==> src/design/tape_machine_instruction_executor_top_macros.svh <==
// Assertion macros shared by the tape machine executor.
`ifndef TAPE_MACHINE_INSTRUCTION_EXECUTOR_TOP_MACROS_SVH
`define TAPE_MACHINE_INSTRUCTION_EXECUTOR_TOP_MACROS_SVH

// Same-cycle implication, disabled during reset.
`define TME_ASSERT_NOW(lbl, ante, cons, msg) \
  lbl: assert property (@(posedge clk) disable iff (rst) (ante) |-> (cons)) else $error(msg);

// Next-cycle implication, disabled during reset.
`define TME_ASSERT_NEXT(lbl, ante, cons, msg) \
  lbl: assert property (@(posedge clk) disable iff (rst) (ante) |=> (cons)) else $error(msg);

`endif

==> src/design/tme_pkg.sv <==
// Package for the tape machine executor: constants, opcodes and the command type.
package tme_pkg;

  localparam int TAPE_CELLS_DEF = 32768;
  // Signed width used for the tape address offset and bound arithmetic.
  localparam int ADDR_W = 34;

  localparam logic [3:0] OP_ADD    = 4'd1;
  localparam logic [3:0] OP_WINDOW = 4'd3;
  localparam logic [3:0] OP_OUT    = 4'd5;
  localparam logic [3:0] OP_IN     = 4'd6;
  localparam logic [3:0] OP_LOOPB  = 4'd7;
  localparam logic [3:0] OP_LOOPE  = 4'd8;
  localparam logic [3:0] OP_SET    = 4'd9;
  localparam logic [3:0] OP_COPY   = 4'd10;
  localparam logic [3:0] OP_MUL    = 4'd11;
  localparam logic [3:0] OP_SCAN   = 4'd12;
  localparam logic [3:0] OP_MOVE   = 4'd13;
  localparam logic [3:0] OP_FILL   = 4'd14;

  typedef struct packed {
    logic [3:0]         func;
    logic signed [31:0] full;
    logic signed [15:0] off;
    logic [7:0]         cnt;
    logic [7:0]         argb;
    logic               arg_m1;
    logic               back_scan;
    logic [7:0]         ch;
    logic               eof;
  } cmd_t;

  typedef struct packed {
    logic valid;
    cmd_t cmd;
  } q_head_t;

endpackage

==> src/design/tme_if.sv <==
// Handshake interfaces for the instruction and result channels.
interface tme_in_if;
  logic               valid;
  logic               ready;
  logic [3:0]         func;
  logic signed [31:0] arg_word;
  logic [7:0]         in_char;
  logic               in_eof;
  modport source (output valid, func, arg_word, in_char, in_eof, input ready);
  modport sink (input valid, func, arg_word, in_char, in_eof, output ready);
endinterface


==> src/design/tme_front.sv <==
// Front end: accepts instruction words, decodes operands and queues them.
module tme_front (
  input  logic           clk,
  input  logic           rst,
  input  logic           hold,
  tme_in_if.sink         cmd,
  output tme_pkg::q_head_t head,
  input  logic           pop
);
  tme_pkg::cmd_t slot [2];
  tme_pkg::cmd_t dec;
  logic       wr_ptr, rd_ptr;
  logic [1:0] count;
  logic       push;

  always_comb begin
    dec.func      = cmd.func;
    dec.full      = cmd.arg_word;
    dec.off       = cmd.arg_word[15:0];
    dec.cnt       = cmd.arg_word[23:16];
    dec.argb      = cmd.arg_word[31:24];
    dec.arg_m1    = (cmd.arg_word[31:24] == 8'hFF);
    dec.back_scan = cmd.arg_word[31];
    dec.ch        = cmd.in_char;
    dec.eof       = cmd.in_eof;
  end

  assign cmd.ready  = (count != 2'd2) && !hold;
  assign push       = cmd.valid && cmd.ready;
  assign head.valid = (count != 2'd0);
  assign head.cmd   = slot[rd_ptr];

  always_ff @(posedge clk) begin
    if (push) begin
      slot[wr_ptr] <= dec;
    end
    if (rst) begin
      wr_ptr <= 1'b0;
      rd_ptr <= 1'b0;
      count  <= 2'd0;
    end else begin
      if (push) begin
        wr_ptr <= ~wr_ptr;
      end
      if (pop) begin
        rd_ptr <= ~rd_ptr;
      end
      count <= count + {1'b0, push} - {1'b0, pop};
    end
  end
endmodule

==> src/flat_wrapper.sv <==
// flat-port wrapper written by rule: the top's interface ports become plain ports
module tme_front_flat 
  (clk, rst, hold, head, pop, cmd_valid, cmd_func, cmd_arg_word, cmd_in_char, cmd_in_eof, cmd_ready);
  tme_in_if cmd_i ();
  input  logic clk;
  input  logic rst;
  input  logic hold;
  output tme_pkg::q_head_t head;
  input  logic pop;
  input wire logic [$bits(cmd_i.valid)-1:0] cmd_valid;
  input wire logic [$bits(cmd_i.func)-1:0] cmd_func;
  input wire logic [$bits(cmd_i.arg_word)-1:0] cmd_arg_word;
  input wire logic [$bits(cmd_i.in_char)-1:0] cmd_in_char;
  input wire logic [$bits(cmd_i.in_eof)-1:0] cmd_in_eof;
  output wire logic [$bits(cmd_i.ready)-1:0] cmd_ready;
  assign cmd_i.valid = cmd_valid;
  assign cmd_i.func = cmd_func;
  assign cmd_i.arg_word = cmd_arg_word;
  assign cmd_i.in_char = cmd_in_char;
  assign cmd_i.in_eof = cmd_in_eof;
  assign cmd_ready = cmd_i.ready;
  tme_front u_core (.clk(clk), .rst(rst), .hold(hold), .cmd(cmd_i), .head(head), .pop(pop));
endmodule
==> config.mk <==
export PLATFORM = sky130hd
export DESIGN_NAME = tme_front_flat
export DESIGN_NICKNAME = d
export VERILOG_FILES = /design/src/design/tape_machine_instruction_executor_top_macros.svh /design/src/design/tme_pkg.sv /design/src/design/tme_if.sv /design/src/design/tme_front.sv /design/src/flat_wrapper.sv
export SDC_FILE = /design/constraint.sdc
export NUM_CORES = 1
export LEC_CHECK = 0
export BUFFER_PORTS_ARGS = -buffer_cell sky130_fd_sc_hd__buf_2
export CAP_MARGIN = 10
export CORE_ASPECT_RATIO = 1.2
export CORE_MARGIN = 8
export CORE_UTILIZATION = 55
export CTS_BUF_LIST = sky130_fd_sc_hd__clkbuf_8
export DETAILED_ROUTE_END_ITERATION = 8
export GPL_ROUTABILITY_DRIVEN = 0
export PLACE_DENSITY = 0.95
export SETUP_SLACK_MARGIN = 0.02
export SLEW_MARGIN = 20
export SYNTH_ARGS = -nofsm -noshare
export SYNTH_HDL_FRONTEND = slang
export SYNTH_SLANG_ARGS = --single-unit
==> constraint.sdc <==
create_clock -name clk -period 10.1 [get_ports clk]
set_input_delay 0 -clock clk [delete_from_list [all_inputs] [get_ports clk]]
set_output_delay 0 -clock clk [all_outputs]
set_load 0.02 [all_outputs]
==> results.py, run 1 <==
metrics = {
    "power": {
        "totalPowerFinal_uw": 889,
        "p_seq_frac": 0.535,
        "p_comb_frac": 0.173,
        "power_switching_uw": 222,
        "internal_power_uw": 667,
        "power_leakage_uw": 0.00196,
        "clock_power_share": 0.292,
        "swShare": 0.250,
        "ir_drop_v": 0.000109,
        "power_density_nw_per_um2": 177,
    },
    "timing": {
        "fin_hold_ws_ns": 0.0778,
        "fin_crit_sh": 0.209,
        "slew_viol_final": 0,
        "skew_ns": 0.0113,
        "rsz0062_at_grt": "false",
        "fin_tns_setup_ns": 0,
        "final_hold_viol_count": 0,
        "finalCriticalPeriod_ns": 2.12,
        "worstMarginPinSlew_ns": 0.631,
        "fmax_ghz": 0.473,
        "slew_headroom": 0.579,
        "finalSetupViolCount": 0,
    },
    "drt": {
        "num_vias": 2182,
        "ant_nets": 0,
        "drt_iter0_drc": 105,
        "dr.pass1.iters": 4,
        "post_drt_wl_per_cell_um": 17.6,
        "routed_wl_um": 7890,
        "vias_per_cell": 4.86,
        "drc": 0,
    },
    "synthesis": {
        "syn_nets": 257,
        "synth-seq-area-share": 0.742,
        "synth_ff_type": "edfxtp_1",
        "ys_ff_latch": 97,
        "synthArstFlopShare": 0,
        "synthCells": 205,
        "synthAdderAreaFrac": 0.00649,
        "synth_top_cell_area_share": 0.716,
        "synth_warnings": 0,
        "syn-cell-area_um2": 3860,
        "ys_top_cells_by_area": "edfxtp_1, mux2_2, buf_4, dfxtp_1, buf_6",
        "synthMuxAreaShare": 0.138,
        "synth_compound_area_frac": 0,
        "syn_area_per_cell_um2": 18.8,
        "post_synth_num_cell_types": 18,
        "netlist.top_cell.by_area": "edfxtp_1",
        "synth.most_common_cell": "edfxtp_1",
        "synth_top_family_by_area": "multiplexers",
        "synth-edff-count": 92,
        "yosys.area_share.simple": 0.0286,
        "synth_xor_area_frac": 0.00454,
        "synth_common_cells": "edfxtp_1, mux2_2, buf_4",
    },
    "layout": {
        "final-seq-area_um2": 2870,
        "area_delta_synth_final_pct": 30.4,
        "n_antenna_cell": 0,
        "fin_util": 0.738,
        "fillers": 419,
        "multi_input_comb_area_um2": 696,
        "drive_gt1_frac": 0.547,
        "fin_area_um2": 5030,
        "final_net_count": 409,
    },
    "global_route": {
        "antenna_found_initial": 0,
        "grt_pass1_vias": 2424,
        "grt_overflow": 0,
        "grt_pass1_wl_um": 12200,
        "grt_usage": 0.159,
        "grt_max_degree": 47,
    },
    "floorplanning": {
        "die_x_um": 92.4,
        "io_pins": 131,
        "rows": 33,
        "dieArea_um2": 9960,
        "die_h_um": 108,
        "core_um2": 6810,
        "start_util": 0.566,
    },
    "critical_path": {
        "cp.required_ns": 10.10,
        "critPathLaunchType": "flip-flop",
        "arrival_ns": 2.12,
        "criticalPathCategory": "reg2reg",
        "rrSetupSlack_ns": 7.98,
        "cp-end-kind": "flip-flop",
        "crit_fanout": 29,
    },
    "cts": {
        "clkSlewWorstSetupHoldPaths_ns": 0.08,
        "cts_tree": "done",
        "insertion_delay_ns": 0.34,
        "htreeDepth": 3,
        "cts_made_buffers": 9,
        "cts_sinks": 97,
        "clockBufferDepth": 2,
        "cts-root-buf": "clkbuf_8",
    },
    "hold_path": {
        "hold_path_class": "in2reg",
    },
    "placement": {
        "place_area_um2": 4330,
        "portBuffers": 130,
        "dp_hpwl_um": 4860,
    },
    "job": {
        "cap_violations": 0,
    },
    "status": {
        "status": "complete, no violations",
    },
}
[area by class of cell]
type,instances,area share
clock inverters,7,0.0174
repair buffers,179,0.226
clock buffers,9,0.0246
multi-input cells,68,0.138
inverters,2,0.00149
well taps,87,0.0216
flip-flops and latches,97,0.570
[power groups by stage]
| stage | logic [uW] | registers, uW | clock network (uW) |
|---|---|---|---|
| 6_report | 154 | 475 | 260 |
| 5_1_grt | 164 | 478 | 281 |
| 4_1_cts | 155 | 476 | 264 |
| 3_5_place_dp | 139 | 485 | 0 |
| 3_3_place_gp | 137 | 483 | 0 |
| 2_1_floorplan | 114 | 476 | 0 |
[layer usage]
layer / track usage / share of wire
met1: 0.154 / 0.35
met2: 0.299 / 0.56
met3: 0.0475 / 0.072
met4: 0.0738 / 0.020
met5: 0 / 0
[stage by stage]
step,cells,worst slack (ns)
5_1_grt,449,7.83
6_report,449,7.98
4_1_cts,449,7.98
3_3_place_gp,385,8.08
2_1_floorplan,205,6.88
3_5_place_dp,385,8.01
[repair_timing]
| item | in CTS | in global routing |
|---|---|---|
| setup endpoints to repair | 0 | 0 |
| setup buffers | 0 | 0 |
| endpoints found under the hold margin | 94 | 0 |
| hold buffers | 48 | 0 |
| gates resized for setup | 0 | 0 |
[placed cells by master (no fill, tap or decap), types with 2 or more instances in the layout]
| cell type | count |
|---|---|
| inv_1 | 4 |
| dfxtp_1 | 4 |
| clkinvlp_4 | 2 |
| ha_1 | 2 |
| nor2b_1 | 2 |
| nand4_1 | 2 |
| edfxtp_1 | 92 |
| bufinv_16 | 2 |
| nor2b_4 | 2 |
| mux2_2 | 46 |
| clkbuf_8 | 9 |
| dlygate4sd3_1 | 48 |
| nor2_1 | 6 |
| buf_2 | 130 |
[sequential cells by signal, indices dropped and copies added (netlist names), named ones only]
signal         count
u_core.slot       92
u_core.wr_ptr      1
u_core.count       2
u_core.rd_ptr      1
[critical path, stage by stage (launching register included)]
cell and delay [ns]:
dfxtp_1 0.35, nor2b_4 0.15, nor3b_4 0.28, nor2b_4 0.53
buf_4 0.46
[final timing paths]
check | startpoint | to | cells after the start
hold reg to reg | u_core.rd_ptr | u_core.rd_ptr | 2
setup reg to reg | u_core.count[1] | u_core.slot[0][54] | 4
setup / recovery | u_core.count[1] | u_core.slot[0][54] | 4
hold / removal | hold | u_core.wr_ptr | 3
[kinds of logic after synthesis]
kind of cell | Yosys count
flip-flops | 97
adder cells (fa/ha/maj) | 2
AND/OR/NAND/NOR | 17
XOR/XNOR | 2
multiplexers | 47
buffers and inverters | 40
(Power assumes the default switching activity.)
==> run 2, diff against run 1 <==
Settings changed: ABC_AREA set to 1, CORE_UTILIZATION 55 to 47, PLACE_DENSITY 0.95 to 0.89.
Clock period 10.1 ns to 1.8 ns, I/O delays scaled along.
==> results.py, run 2 <==
metrics = {
    "timing": {
        "finalSetupViolCount": 0,
        "slew_headroom": 0.762,
        "finalCriticalPeriod_ns": 1.66,
        "slew_viol_final": 0,
        "rsz0062_at_grt": "false",
        "fmax_ghz": 0.601,
        "worstMarginPinSlew_ns": 0.357,
        "fin_tns_setup_ns": 0,
        "final_hold_viol_count": 0,
        "skew_ns": 0.0108,
        "fin_crit_sh": 0.924,
    },
    "drt": {
        "post_drt_wl_per_cell_um": 16.6,
        "dr.pass1.iters": 4,
        "drc": 0,
        "routed_wl_um": 8250,
        "ant_nets": 0,
        "vias_per_cell": 4.57,
        "num_vias": 2267,
        "drt_iter0_drc": 111,
    },
    "synthesis": {
        "synthArstFlopShare": 0,
        "syn-cell-area_um2": 4040,
        "post_synth_num_cell_types": 15,
        "ys_ff_latch": 97,
        "synth-seq-area-share": 0.709,
        "synth_ff_type": "edfxtp_1",
        "synth-edff-count": 92,
        "syn_nets": 269,
        "netlist.top_cell.by_area": "edfxtp_1",
        "synth_warnings": 0,
        "synth_top_cell_area_share": 0.684,
        "synthCells": 217,
        "synth_common_cells": "edfxtp_1, mux2_4, buf_4",
        "synth.most_common_cell": "edfxtp_1",
        "ys_top_cells_by_area": "edfxtp_1, mux2_4, buf_4, dfxtp_1, buf_12",
        "syn_area_per_cell_um2": 18.6,
    },
    "global_route": {
        "grt_pass1_vias": 2610,
        "grt_overflow": 0,
        "antenna_found_initial": 0,
        "grt_pass1_wl_um": 13000,
        "grt_usage": 0.143,
        "grt_max_degree": 24,
    },
    "floorplanning": {
        "rows": 37,
        "core_um2": 8470,
        "dieArea_um2": 11800,
        "io_pins": 131,
        "die_h_um": 118,
        "die_x_um": 101,
        "start_util": 0.477,
    },
    "placement": {
        "portBuffers": 130,
        "dp_hpwl_um": 5640,
        "place_inst": 432,
    },
    "cts": {
        "cts_made_buffers": 9,
        "cts_tree": "done",
        "post_cts_resized": 0,
        "cts-root-buf": "clkbuf_8",
        "clockBufferDepth": 2,
        "htreeDepth": 3,
        "cts_hold_buf": 48,
        "cts_setup_buffers": 0,
        "clkSlewWorstSetupHoldPaths_ns": 0.08,
        "cts_sinks": 97,
        "insertion_delay_ns": 0.35,
    },
    "hold_path": {
        "hold_path_class": "in2reg",
    },
    "critical_path": {
        "path_cells": "buf_12, mux2_2, buf_2",
        "cp-end-kind": "output pin",
        "cp.required_ns": 1.80,
        "rrSetupSlack_ns": 0.38,
        "critPathMaxStageDelay_ns": 0.56,
        "arrival_ns": 1.66,
        "cp.buffers_inverters": 2,
        "crit_slowest_cell": "dfxtp_2",
        "criticalPathCategory": "reg2out",
        "critPathLaunchType": "flip-flop",
        "crit_fanout": 19,
        "cp_top_family": "flip-flops",
    },
    "power": {
        "power_leakage_uw": 0.00219,
        "power_density_nw_per_um2": 978,
        "ir_drop_v": 0.000680,
    },
    "layout": {
        "final_common_cell": "buf_2",
        "n_antenna_cell": 0,
        "final_net_count": 426,
        "largest_reg_flops": 92,
        "top_register": "u_core.slot",
        "fin_cells": 496,
        "fillers": 615,
        "drive_gt1_frac": 0.522,
        "top_regs": "u_core.slot (92), u_core.count (2)",
        "area_delta_synth_final_pct": 31.1,
        "layout_common_cells": "buf_2, edfxtp_1, dlygate4sd3_1",
    },
    "status": {
        "status": "complete, no violations",
    },
    "job": {
        "cap_violations": 0,
    },
}
-- run 2: changes by cell type in the layout (fill, tap and decap cells not counted), moves of 3 or more --
cell	change
buf_4	+3
mux2_4	+39
nand2_1	+7
mux2_2	-40
inv_1	+8
-- run 2: per-layer routing --
metal | wire length, um | share of wire | up-vias | GRT usage
met5 | 0 | 0 | - | 0
met3 | 814 | 0.099 | 11 | 0.0568
met2 | 4370 | 0.53 | 93 | 0.252
met4 | 151 | 0.018 | 0 | 0.0664
li1 | - | - | 1073 | -
met1 | 2910 | 0.35 | 1090 | 0.140
-- run 2: worst register-to-register path, delay by kind of cell (launching register included) --
kind / cells / cell delay [ns]
AND/OR/NAND/NOR: 2 / 0.25
buffers and inverters: 3 / 0.51
flip-flops: 1 / 0.33
-- run 2: area by class of cell --
type | instances | area [um2] | area share
Timing Repair Buffer | 184 | 1200 | 0.227
Sequential cell | 97 | 2860 | 0.541
Tap cell | 117 | 146 | 0.0276
Multi-Input combinational cell | 70 | 801 | 0.151
Inverter | 12 | 48.8 | 0.00922
Clock buffer | 9 | 124 | 0.0234
Clock inverter | 7 | 110 | 0.0208
-- run 2: worst paths after layout --
| path | end | from | cells after the start |
|---|---|---|---|
| worst max-delay path | head[5] | flip-flop | 3 |
| worst min-delay path | u_core.wr_ptr | cmd_valid | 5 |
| worst max register to register | u_core.slot[1][7] | u_core.count[0] | 5 |
| worst min register to register | u_core.rd_ptr | u_core.rd_ptr | 2 |
-- run 2: per-stage QoR --
| step | total power (uW) | utilization | instance area [um2] | hold WS, ns | worst slack [ns] |
|---|---|---|---|---|---|
| floorplan | 3360 | - | 4050 | 0.0712 | 0.130 |
| global placement | 3530 | 0.541 | 4580 | 0.188 | 0.467 |
| detailed placement | 3560 | 0.541 | 4580 | 0.192 | 0.404 |
| CTS | 5240 | 0.625 | 5300 | 0.0825 | 0.0990 |
| global route | 5410 | 0.625 | 5300 | 0.122 | 0.0638 |
| finish | 5180 | 0.625 | 5300 | 0.104 | 0.137 |
-- run 2: cell families (layout without fill, tap and decap cells) --
group / count (synthesis) / count (layout) / synth area share
flip-flops: 97 / 97 / 0.709
buffers and inverters: 50 / 212 / 0.0951
adder cells (fa/ha/maj): 2 / 2 / 0.00619
XOR/XNOR: 1 / 1 / 0.00217
AND/OR/NAND/NOR: 19 / 19 / 0.0201
multiplexers: 46 / 46 / 0.165
AO/OA/AOI/OAI: 2 / 2 / 0.00248
-- run 2: power by group --
group / switching (uW) / leakage [uW] / internal (uW) / total [uW]
clock network: 691 / 0.000120 / 911 / 1600
logic: 526 / 0.00118 / 426 / 952
registers: 42.1 / 0.000885 / 2580 / 2630
total: 1260 / 0.00219 / 3920 / 5180
==> run 3, diff against run 2 <==
Settings changed: PLACE_DENSITY 0.89 to 0.78.
Clock period 1.8 ns to 1.5 ns, I/O delays scaled along.
==> results.py, run 3 (synthesis results as in run 2) <==
metrics = {
    "status": {
        "status": "complete, no violations",
    },
    "floorplanning": {
        "die_h_um": 118,
        "dieArea_um2": 11800,
        "rows": 37,
        "start_util": 0.477,
        "core_um2": 8470,
        "die_x_um": 101,
        "io_pins": 131,
    },
    "timing": {
        "finalCriticalPeriod_ns": 1.49,
        "finalSetupViolCount": 0,
        "rsz0062_at_grt": "true",
        "skew_ns": 0.0124,
        "final_hold_viol_count": 0,
        "worstMarginPinSlew_ns": 0.214,
        "fmax_ghz": 0.671,
        "fin_tns_setup_ns": 0,
        "slew_headroom": 0.858,
        "fin_crit_sh": 0.994,
        "slew_viol_final": 0,
    },
    "drt": {
        "drc": 0,
        "vias_per_cell": 4.57,
        "post_drt_wl_per_cell_um": 17.1,
        "drt_iter0_drc": 86,
        "dr.pass1.iters": 4,
        "num_vias": 2303,
        "ant_nets": 0,
        "routed_wl_um": 8600,
    },
    "cts": {
        "htreeDepth": 3,
        "cts_tree": "done",
        "insertion_delay_ns": 0.35,
        "clkSlewWorstSetupHoldPaths_ns": 0.09,
        "cts_sinks": 97,
        "clockBufferDepth": 2,
        "cts-root-buf": "clkbuf_8",
        "cts_made_buffers": 9,
    },
    "placement": {
        "portBuffers": 130,
        "place_area_um2": 4610,
        "place_inst": 433,
    },
    "layout": {
        "final_common_cell": "edfxtp_1",
        "top_register": "u_core.slot",
        "largest_reg_flops": 92,
        "area_delta_synth_final_pct": 45.5,
        "layout_common_cells": "edfxtp_1, buf_6, buf_2",
        "fin_cells": 504,
        "fin_util": 0.694,
        "fin_area_um2": 5880,
        "drive_gt1_frac": 0.547,
        "final_net_count": 433,
        "top_regs": "u_core.slot (92), u_core.count (2)",
    },
    "global_route": {
        "grt_pass1_vias": 2440,
        "grt_overflow": 0,
        "grt_usage": 0.137,
        "antenna_found_initial": 1,
        "grt_max_degree": 39,
        "grt_pass1_wl_um": 12300,
    },
    "critical_path": {
        "crit_slowest_cell": "dfxtp_4",
        "crit_fanout": 6,
        "critPathMaxStageDelay_ns": 0.38,
        "critPathLaunchType": "flip-flop",
        "cp-end-kind": "output pin",
        "criticalPathCategory": "reg2out",
        "rrSetupSlack_ns": 0.17,
        "arrival_ns": 1.49,
        "cp.required_ns": 1.50,
        "path_cells": "buf_12, clkbuf_16, mux2_4, buf_6",
    },
    "power": {
        "totalPowerFinal_uw": 6280,
        "power_leakage_uw": 0.00240,
        "ir_drop_v": 0.000622,
        "power_density_nw_per_um2": 1070,
    },
    "hold_path": {
        "hold_path_class": "in2reg",
    },
    "job": {
        "cap_violations": 0,
    },
}
run 3: changes by cell type in the layout (fill, tap and decap cells not counted), moves of 2 or more:
cell / delta
buf_2: -68
buf_6: +68
mux2_2: -4
mux2_4: +4
buf_12: +3
clkbuf_16: +3
bufinv_16: -2
clkinv_1: -2
clkinv_2: +2
inv_6: +2
run 3: final cells by class:
cell class                      instances  area, um2
Inverter                               12       48.8
Antenna cell                            1       2.50
Clock buffer                            9        124
Timing Repair Buffer                  191       1800
Tap cell                              117        146
Sequential cell                        97       2870
Fill cell                             553       2590
Clock inverter                          7       68.8
Multi-Input combinational cell         70        823
run 3: critical path: cells and delay by family, from the launching register on:
family | cells | cell delay [ns]
flip-flops | 1 | 0.38
multiplexers | 1 | 0.32
buffers and inverters | 3 | 0.43
run 3: path summary, 6_finish.rpt:
kind,start,to,depth (start not counted)
setup / recovery,flip-flop,head[31],4
hold reg to reg,u_core.rd_ptr,u_core.rd_ptr,2
hold / removal,cmd_valid,u_core.wr_ptr,5
setup reg to reg,u_core.count[0],u_core.count[1],8
run 3: what timing repair did:
action,4_1_cts,5_1_grt
setup buffers,0,2
hold buffers,48,0
endpoints found under the hold margin,95,0
setup endpoints to repair,71,77
gates cloned,1,3
resized for setup,56,94
run 3: where the power goes:
| part | total, uW | internal, uW | switching [uW] | leakage, uW |
|---|---|---|---|---|
| registers | 3140 | 3100 | 39.5 | 0.000886 |
| logic | 1520 | 803 | 720 | 0.00142 |
| clock network | 1620 | 771 | 849 | 0.000101 |
run 3: per-stage QoR:
step	hold WS (ns)	worst slack, ns
global placement	0.190	0.244
floorplan	0.0638	-0.147
global route	0.0881	-0.0465
finish	0.0741	0.00897
detailed placement	0.192	0.181
CTS	0.0456	-0.0187
run 3: per-layer routing:
| layer | routed length, um | share of wire | track usage | vias up |
|---|---|---|---|---|
| met1 | 3080 | 0.36 | 0.130 | 1112 |
| met5 | 0 | 0 | 0 | - |
| li1 | - | - | - | 1091 |
| met4 | 228 | 0.027 | 0.0682 | 0 |
| met3 | 403 | 0.047 | 0.0426 | 17 |
| met2 | 4900 | 0.57 | 0.254 | 83 |
